### src/h84sd_pkg.sv
// Shared types, constants and code table for the Hamming (8,4) soft decoder.
// No dependencies.
`default_nettype none

package h84sd_pkg;

   localparam int SoftWidth  = 8;
   localparam int NumBits    = 8;
   localparam int NumSymbols = 16;
   localparam int SymWidth   = 4;
   localparam int DistWidth  = 11;  // 8 * 255 = 2040 fits
   localparam int ByteWidth  = 8;

   typedef logic [SoftWidth-1:0]    soft_type;
   typedef soft_type [NumBits-1:0]  soft_vec_type;  // [0] is codeword bit 7
   typedef logic [SymWidth-1:0]     sym_type;
   typedef logic [DistWidth-1:0]    dist_type;

   typedef enum logic {
      ST_IDLE,
      ST_SEARCH
   } state_type;

   function automatic logic [NumBits-1:0] code_word(input sym_type sym);
      logic [NumBits-1:0] word;
      unique case (sym)
         4'd0:  word = 8'h00;
         4'd1:  word = 8'hd2;
         4'd2:  word = 8'h55;
         4'd3:  word = 8'h87;
         4'd4:  word = 8'h99;
         4'd5:  word = 8'h4b;
         4'd6:  word = 8'hcc;
         4'd7:  word = 8'h1e;
         4'd8:  word = 8'he1;
         4'd9:  word = 8'h33;
         4'd10: word = 8'hb4;
         4'd11: word = 8'h66;
         4'd12: word = 8'h78;
         4'd13: word = 8'haa;
         4'd14: word = 8'h2d;
         default: word = 8'hff;
      endcase
      return word;
   endfunction

endpackage

`default_nettype wire

### src/h84sd_dist.sv
// Soft distance between the held codeword and one candidate from the code table.
// Depends on h84sd_pkg.
`default_nettype none

module h84sd_dist
   import h84sd_pkg::*;
(
   input  wire soft_vec_type rx_soft,
   input  wire sym_type      cand,
   output dist_type          cand_dist
);

   logic [NumBits-1:0] word;
   soft_type           term [NumBits];

   assign word = code_word(cand);

   // cost is 255-soft (the bitwise inverse) where the candidate bit is one
   always_comb begin
      for (int b = 0; b < NumBits; b++) begin
         term[b] = word[NumBits-1-b] ? ~rx_soft[b] : rx_soft[b];
      end
   end

   // balanced adder tree, widths grow one bit per level
   logic [SoftWidth:0]   sum_a [4];
   logic [SoftWidth+1:0] sum_b [2];

   always_comb begin
      for (int i = 0; i < 4; i++) begin
         sum_a[i] = {1'b0, term[2*i]} + {1'b0, term[2*i+1]};
      end
      for (int i = 0; i < 2; i++) begin
         sum_b[i] = {1'b0, sum_a[2*i]} + {1'b0, sum_a[2*i+1]};
      end
   end

   assign cand_dist = {1'b0, sum_b[0]} + {1'b0, sum_b[1]};

endmodule

`default_nettype wire

### src/hamming84_soft_decoder_unit.sv
// Extended Hamming (8,4) soft-decision decoder, top level. Uses h84sd_pkg, h84sd_dist.
// A codeword is searched one candidate per cycle through the shared distance unit after the
//   accept edge, a low half holding on its last candidate while a finished byte is not taken;
//   a byte shows on rsp at the edge that ends the second codeword's search. No new codeword
//   is accepted until the search ends.
// Reset (synchronous, active high): idle, next codeword is a high half, no byte pending.
`default_nettype none

module hamming84_soft_decoder_unit
   import h84sd_pkg::*;
(
   input  wire        clock,
   input  wire        reset,
   // input items
   input  wire        req_tvalid,
   output logic       req_tready,
   input  wire [63:0] req_tdata,   // soft_value_0 [7:0] .. soft_value_7 [63:56]
   input  wire        req_tlast,   // end_of_block
   // result items
   output logic       rsp_tvalid,
   input  wire        rsp_tready,
   output logic [7:0] rsp_tdata,   // decoded_byte [7:0]
   output logic       rsp_tlast    // last
);

   // ---------------------------------------------------------------------
   // Registers
   // ---------------------------------------------------------------------
   state_type    state_ff,      state_in;
   sym_type      cand_ff,       cand_in;       // candidate under test
   dist_type     best_dist_ff,  best_dist_in;
   sym_type      best_sym_ff,   best_sym_in;
   soft_vec_type soft_ff,       soft_in;       // held received codeword
   logic         eob_ff,        eob_in;
   sym_type      high_ff,       high_in;       // held high nibble
   logic         second_ff,     second_in;     // next codeword is the low half
   logic         rsp_valid_ff,  rsp_valid_in;
   logic [ByteWidth-1:0] rsp_data_ff, rsp_data_in;
   logic         rsp_last_ff,   rsp_last_in;

   // ---------------------------------------------------------------------
   // Shared distance unit: one candidate per cycle
   // ---------------------------------------------------------------------
   dist_type cand_dist;

   h84sd_dist u_dist (
      .rx_soft   (soft_ff),
      .cand      (cand_ff),
      .cand_dist (cand_dist)
   );

   logic    take;       // candidate becomes the running best
   sym_type sym_final;  // winner once the last candidate is in
   logic    last_cand;
   logic    out_busy;   // output register holds a byte not yet taken

   // strict less-than keeps the lowest index on a tie
   assign take      = (cand_ff == '0) || (cand_dist < best_dist_ff);
   assign sym_final = take ? cand_ff : best_sym_ff;
   assign last_cand = (cand_ff == sym_type'(NumSymbols - 1));
   assign out_busy  = rsp_valid_ff && !rsp_tready;

   assign req_tready = (state_ff == ST_IDLE);
   assign rsp_tvalid = rsp_valid_ff;
   assign rsp_tdata  = rsp_data_ff;
   assign rsp_tlast  = rsp_last_ff;

   // ---------------------------------------------------------------------
   // Sequencer
   // ---------------------------------------------------------------------
   always_comb begin
      state_in     = state_ff;
      cand_in      = cand_ff;
      best_dist_in = best_dist_ff;
      best_sym_in  = best_sym_ff;
      soft_in      = soft_ff;
      eob_in       = eob_ff;
      high_in      = high_ff;
      second_in    = second_ff;
      rsp_valid_in = rsp_valid_ff && !rsp_tready;
      rsp_data_in  = rsp_data_ff;
      rsp_last_in  = rsp_last_ff;

      unique case (state_ff)
         ST_IDLE: begin
            if (req_tvalid) begin
               for (int b = 0; b < NumBits; b++) begin
                  soft_in[b] = req_tdata[b*SoftWidth +: SoftWidth];
               end
               eob_in   = req_tlast;
               cand_in  = '0;
               state_in = ST_SEARCH;
            end
         end
         ST_SEARCH: begin
            if (take) begin
               best_dist_in = cand_dist;
               best_sym_in  = cand_ff;
            end
            if (!last_cand) begin
               cand_in = cand_ff + 1'b1;
            end else if (!second_ff) begin
               // high half: keep the nibble, nothing to send
               high_in   = sym_final;
               second_in = 1'b1;
               state_in  = ST_IDLE;
            end else if (!out_busy) begin
               rsp_valid_in = 1'b1;
               rsp_data_in  = {high_ff, sym_final};
               rsp_last_in  = eob_ff;
               second_in    = 1'b0;
               state_in     = ST_IDLE;
            end
            // else hold on the last candidate; re-evaluating it leaves the best unchanged
         end
         default: state_in = ST_IDLE;
      endcase
   end

   always_ff @(posedge clock) begin
      if (reset) begin
         state_ff     <= ST_IDLE;
         cand_ff      <= '0;
         high_ff      <= '0;
         second_ff    <= 1'b0;
         rsp_valid_ff <= 1'b0;
      end else begin
         state_ff     <= state_in;
         cand_ff      <= cand_in;
         high_ff      <= high_in;
         second_ff    <= second_in;
         rsp_valid_ff <= rsp_valid_in;
      end
   end

   always_ff @(posedge clock) begin
      best_dist_ff <= best_dist_in;
      best_sym_ff  <= best_sym_in;
      soft_ff      <= soft_in;
      eob_ff       <= eob_in;
      rsp_data_ff  <= rsp_data_in;
      rsp_last_ff  <= rsp_last_in;
   end

endmodule

`default_nettype wire
### config.mk
export PLATFORM = sky130hd
export DESIGN_NAME = hamming84_soft_decoder_unit
export DESIGN_NICKNAME = d
export VERILOG_FILES = /design/src/h84sd_pkg.sv /design/src/h84sd_dist.sv /design/src/hamming84_soft_decoder_unit.sv
export SDC_FILE = /design/constraint.sdc
export NUM_CORES = 1
export LEC_CHECK = 0
export BUFFER_PORTS_ARGS = -buffer_cell sky130_fd_sc_hd__buf_2
export CAP_MARGIN = 20
export CORE_MARGIN = 3
export CORE_UTILIZATION = 40
export CTS_BUF_LIST = sky130_fd_sc_hd__clkbuf_8 sky130_fd_sc_hd__clkbuf_16
export DETAILED_ROUTE_END_ITERATION = 7
export GPL_TIMING_DRIVEN = 1
export SYNTH_ARGS = -nofsm -noshare
export SYNTH_HDL_FRONTEND = slang
export SYNTH_SLANG_ARGS = --single-unit
### constraint.sdc
create_clock -name clock -period 10.45 [get_ports clock]
set_clock_uncertainty 0.1 [all_clocks]
set_input_delay 2.6125 -clock clock [delete_from_list [all_inputs] [get_ports clock]]
set_output_delay 2.6125 -clock clock [all_outputs]
set_load 0.1 [all_outputs]
==> results of run 1 <==
synthesized netlist by cell type, drive strengths merged (2+ instances only):
cell type,n,area share
edfxtp,89,0.45
inv,60,0.038
fa,47,0.16
xor2,38,0.058
xnor2,37,0.055
nor2,30,0.019
ha,23,0.049
dfxtp,19,0.065
a21oi,14,0.013
clkbuf,10,0.0064
nand2,10,0.0076
o21ai,7,0.0066
nand2b,5,0.0070
buf,4,0.0070
nand3,4,0.0042
nor3,4,0.0042
a211oi,3,0.0038
a21o,3,0.0038
mux2,3,0.0070
nor2b,3,0.0032
o21a,3,0.0038
nand4,2,0.0021
o31a,2,0.0030
how the worst min path moves through the flow:
stage                    start           end  slack [ns]  depth (start not counted)
floorplan               eob_ff     rsp_tlast        0.30                          0
global placement        eob_ff     rsp_tlast        0.31                          0
detailed placement  high_ff[1]  rsp_tdata[5]        0.32                          0
CTS                 high_ff[1]  rsp_tdata[5]        0.34                          0
global route        high_ff[3]  rsp_tdata[7]        0.35                          0
finish              high_ff[3]  rsp_tdata[7]        0.34                          0
kinds of logic (layout without fill, tap and decap cells):
kind of cell | after synthesis | in the layout | synth area share
flip-flops | 108 | 108 | 0.518
XOR/XNOR | 75 | 75 | 0.113
buffers and inverters | 74 | 156 | 0.0516
adder cells (fa/ha/maj) | 70 | 70 | 0.208
AND/OR/NAND/NOR | 64 | 64 | 0.0562
AO/OA/AOI/OAI | 38 | 38 | 0.0426
multiplexers | 4 | 4 | 0.0108
state kept, by name, summed over array words and instances, names as in the netlist, 4 cells and up:
register / cells
soft_ff: 64
best_dist_ff: 11
rsp_tdata: 8
u_dist.word: 8
best_sym_ff: 4
cand_ff: 4
high_ff: 4
through the flow:
stage | util | instance area, um2 | power, mW
after floorplan | - | 5900 | 1.83
after global placement | 0.456 | 6450 | 2.13
after detailed placement | 0.456 | 6450 | 2.18
after CTS | 0.474 | 6710 | 2.51
after global routing | 0.474 | 6710 | 2.74
final | 0.474 | 6710 | 2.46
power by group through the flow:
| stage | Combinational (mW) | Sequential [mW] | Clock [mW] |
|---|---|---|---|
| after floorplan | 1.22 | 0.615 | 0 |
| after global placement | 1.50 | 0.630 | 0 |
| after detailed placement | 1.55 | 0.630 | 0 |
| after CTS | 1.56 | 0.621 | 0.323 |
| after global routing | 1.78 | 0.624 | 0.340 |
| final | 1.53 | 0.620 | 0.312 |
cells in the final DEF, fill, tap and decap left out, types with 2 or more instances in the layout:
cell and n:
nor2b_1 3, buf_2 79, o31a_1 2, a21oi_1 13, nand2b_1 3, clkbuf_16 9
inv_1 61, inv_4 2, xor2_1 37, nand3_1 3, dfxtp_1 19, nor3_1 3
a21o_1 3, o21ai_0 4, xnor2_1 37, nor2_1 30, nand4_1 2, nand2_1 9
mux2_4 2, fa_1 47, edfxtp_1 89, ha_1 23, o21a_1 3, o21ai_1 2
a211oi_1 3
metal layers:
metal,wire length (um),vias up
met5,0,-
met4,154,0
met3,556,9
met2,5050,63
met1,4770,1550
li1,-,1571
layout make-up:
cell class              instances  share of cell area
clock buffers                   9              0.0335
clock inverters                 7             0.00634
inverters                      60              0.0335
multi-input cells             251               0.378
flip-flops and latches        108               0.455
well taps                     180              0.0335
repair buffers                 80              0.0600
worst max-delay path, cell delays in order (launching register included):
cell	delay, ns
dfxtp_1	0.77
xor2_1	0.26
fa_1	0.50
fa_1	0.52
fa_1	0.55
inv_1	0.06
fa_1	0.53
inv_1	0.04
ha_1	0.20
inv_1	0.07
fa_1	0.20
nor2b_1	0.05
o21ai_0	0.15
nand2b_1	0.12
a211oi_1	0.26
o21bai_1	0.10
a21o_1	0.20
ha_1	0.31
a21oi_1	0.15
o21ai_1	0.10
a21oi_2	0.19
a2bb2oi_2	0.11
nor2_1	0.70
==> flow_metrics.tcl, run 1 <==
set metrics [dict create \
    cts_tree "done" \
    grtUsageTotal 0.139 \
    slew_headroom 0.393 \
    cts_resized 0 \
    synth-main-ff-cell "edfxtp_1" \
    internal-power_mw 1.42 \
    area_growth_pct 13.9 \
    hold_viol_final 0 \
    reg2reg_slack_ns 3.80 \
    p_per_area_mw_per_mm2 367 \
    ys_seq_elements 108 \
    clk-insertion-delay-late_ns 0.36 \
    finalCritPeriodShare 0.636 \
    power.switching_mw 1.05 \
    cts_inserted_buffers 9 \
    post-route-drc-count 0 \
    grtUsageMet1 0.188 \
    tns_ns 0 \
    die_y_um 127 \
    post_cts_buffers 0 \
    status "complete, no violations" \
    cp.arrival_ns 6.53 \
    drt-pass1-iter-count 4 \
    placedCellCount 679 \
    r2r_start "u_dist.word[1]" \
    combPwrFrac 0.622 \
    path_class "reg -> reg" \
    grt_antenna_before_repair 0 \
    p_clk_frac 0.127 \
    port_buffers 79 \
    layout.cells.non_filler 695 \
    path_clk_slew_ns 0.07 \
    grtUsageMet2 0.215 \
    start_util 0.417 \
    cap_violations 0 \
    finalMaxSlewViolations 0 \
    ant_nets 0 \
    clkSinkCount 108 \
    drt_iter0_drc 119 \
    die_x_um 127 \
    vdd_drop_max_mv 0.281 \
    nNetsFinal 649 \
    dp_hpwl_um 7820 \
    syn-num-nets 572 \
    rows 43 \
    busiest_layer "met2" \
    fmax_mhz 150 \
    yosys_warnings 0 \
    synth_edf_count 89 \
    worst_slew_pin_slew_ns 0.907 \
    via_count 3193 \
    htree_levels 3 \
    crit_end "best_dist_ff[3]" \
    dieArea_mm2 0.0162 \
    worstPathMaxFanout 11 \
    cts_hold_buffers 0 \
    grt_pass1_vias 3346 \
    vias_per_cell 4.59 \
    avgSynthCellArea_um2 13.6 \
    min_period_ns 6.65 \
    synth-async-reset-ratio 0 \
    syn_inst 433 \
    setup_violations 0 \
    seq_area_frac_synth 0.518 \
    drive_above_1_share 0.214 \
    swShare 0.424 \
    startpoint "u_dist.word[1]" \
    hold-worst-slack_ns 0.336 \
    grt_setup_unrepaired "false" \
    end_kind "flop" \
    required_ns 10.33 \
    r2r_end "best_dist_ff[3]" \
    grt_max_degree 66 \
    r2r_cells 22 \
    grt_pass1_wl_um 17100 \
    regArea_mm2 0.00305 \
    num-fill-cells 1253 \
    clockBufferDepth 2 \
    ioPinCount 80 \
    dp_slack_ns 3.81 \
    antenna_cells 0 \
    synth.distinct_cells 48 \
    routed_wl_um 10500 \
    cts-root-buf "clkbuf_16" \
    seqPwrFrac 0.252 \
    startpoint_type "flop" \
    min_path_type "reg -> reg" \
    gr-total-overflow 0 \
    routedWlPerCell_um 15.2 \
    place_congestion 0.767 \
    use_met3 0.0422 \
    fin_ws_ns 3.80 \
    multi_input_area_mm2 0.00254 \
    core_area_mm2 0.0141 \
    synthesis.area_mm2 0.00590 \
    p_leak_nw 2.82 \
]
Power figures use the tool's default switching activity.
==> run 2, diff against run 1 <==
==> constraint.sdc (replaced) <==
create_clock -name clock -period 6.4 [get_ports clock]
set_clock_uncertainty 0.1 [all_clocks]
set_input_delay 1.6 -clock clock [delete_from_list [all_inputs] [get_ports clock]]
set_output_delay 1.6 -clock clock [all_outputs]
set_load 0.1 [all_outputs]
==> flow_metrics.tcl, run 2 (same netlist as run 1, synthesis figures left out) <==
set metrics [dict create \
    cts_hold_buffers 0 \
    path_class "reg -> reg" \
    gr-total-overflow 0 \
    clkSinkCount 108 \
    status "complete, no violations" \
    setup_violations 0 \
    seqPwrFrac 0.253 \
    top_regs "soft_ff: 64 flops, best_dist_ff: 11 flops" \
    internal-power_mw 2.32 \
    worst_slew_pin_slew_ns 0.871 \
    min_path_type "reg -> reg" \
    grt_pass1_wl_um 18300 \
    cap_violations 0 \
    swShare 0.418 \
    min_period_ns 6.01 \
    routedWlPerCell_um 15.7 \
    place_congestion 0.789 \
    drt-pass1-iter-count 4 \
    post-route-drc-count 0 \
    clockBufferDepth 2 \
    slew_headroom 0.419 \
    required_ns 6.55 \
    dp_hpwl_um 8340 \
    p_per_area_mw_per_mm2 585 \
    cts-root-buf "clkbuf_16" \
    ioPinCount 80 \
    fmax_mhz 166 \
    p_leak_nw 2.88 \
    hold-worst-slack_ns 0.333 \
    area_growth_pct 15.5 \
    cp.arrival_ns 6.16 \
    rows 43 \
    worstPathMaxFanout 5 \
    regArea_mm2 0.00306 \
    finalMaxSlewViolations 0 \
    core_area_mm2 0.0141 \
    drt_iter0_drc 124 \
    die_y_um 127 \
    startpoint_type "flop" \
    largest-register "soft_ff" \
    via_count 3326 \
    vdd_drop_max_mv 0.413 \
    combPwrFrac 0.618 \
    hold_viol_final 0 \
    drive_above_1_share 0.243 \
    multi_input_area_mm2 0.00254 \
    end_kind "flop" \
    ant_nets 0 \
    htree_levels 3 \
    routed_wl_um 11100 \
    nNetsFinal 660 \
    largest_reg_flops 64 \
    clk-insertion-delay-late_ns 0.35 \
    layout.cells.non_filler 706 \
    num-fill-cells 1281 \
    grt_pass1_vias 3549 \
    path_clk_slew_ns 0.07 \
    power.switching_mw 1.67 \
    finalCritPeriodShare 0.940 \
    grtUsageTotal 0.148 \
    grt_max_degree 66 \
    grt_antenna_before_repair 0 \
    port_buffers 79 \
    final_cell_mix "edfxtp_1, buf_2, inv_1" \
    die_x_um 127 \
    dieArea_mm2 0.0162 \
    antenna_cells 0 \
    grt_setup_unrepaired "true" \
    cts_tree "done" \
    cts_inserted_buffers 9 \
    layout_commonest_cell "edfxtp_1" \
    finalCoreUtilization 0.481 \
    dp_slack_ns -0.0595 \
    vias_per_cell 4.71 \
    fin_ws_ns 0.386 \
    p_clk_frac 0.130 \
    start_util 0.417 \
    placedCellCount 690 \
]
[run 2: worst paths after layout]
kind / start / endpoint / slack, ns / cells after the start
worst max-delay path: u_dist.word[2] / high_ff[0] / 0.39 / 23
worst min-delay path: eob_ff / rsp_tlast / 0.33 / 0
worst max register to register: u_dist.word[2] / high_ff[0] / 0.39 / 23
worst min register to register: eob_ff / rsp_tlast / 0.33 / 0
[run 2: cell type report]
class | count | area share
clock buffers | 10 | 0.0351
clock inverters | 6 | 0.00478
inverters | 60 | 0.0331
multi-input cells | 251 | 0.373
flip-flops and latches | 108 | 0.450
well taps | 180 | 0.0331
repair buffers | 91 | 0.0713
[run 2: per-layer routing]
layer | share of wire | global-route usage | vias up
li1 | - | - | 1600
met5 | 0 | 0 | -
met2 | 0.51 | 0.242 | 69
met3 | 0.050 | 0.0397 | 12
met4 | 0.018 | 0.0517 | 0
met1 | 0.42 | 0.190 | 1645
[run 2: repair_timing]
action | CTS | global route
cloned | 0 | 0
setup buffers | 0 | 0
gates resized for setup | 1 | 7
setup endpoints to repair | 11 | 21
[run 2: power groups by stage]
stage               Combinational (mW)  Clock (mW)  Sequential, mW
floorplan                         1.99           0            1.00
global placement                  2.45           0            1.02
global route                      2.88       0.561            1.02
detailed placement                2.51           0            1.02
finish                            2.46       0.516            1.01
CTS                               2.54       0.532            1.01
[run 2: worst max-delay path, cell delays in order (launching register included)]
cell and delay, ns:
dfxtp_2 0.44, xor2_1 0.20, fa_1 0.48, fa_1 0.53
fa_1 0.55, inv_1 0.05, fa_1 0.53, inv_1 0.04
ha_1 0.20, inv_1 0.07, fa_1 0.20, nor2b_1 0.05
o21ai_0 0.15, nand2b_1 0.12, a211oi_1 0.26, o21bai_1 0.10
a21o_1 0.20, ha_1 0.31, nand4_1 0.14, nor3_2 0.22
a21oi_2 0.10, a2bb2oi_2 0.24, mux2_4 0.35, o31a_1 0.27
[run 2: metrics by stage]
| step | power [mW] | instance area, um2 | TNS (ns) |
|---|---|---|---|
| 3_3_place_gp | 3.47 | 6530 | 0 |
| 3_5_place_dp | 3.54 | 6530 | -0.652 |
| 5_1_grt | 4.45 | 6810 | -0.296 |
| 2_1_floorplan | 2.99 | 5900 | 0 |
| 6_report | 3.98 | 6810 | 0 |
| 4_1_cts | 4.08 | 6800 | 0 |
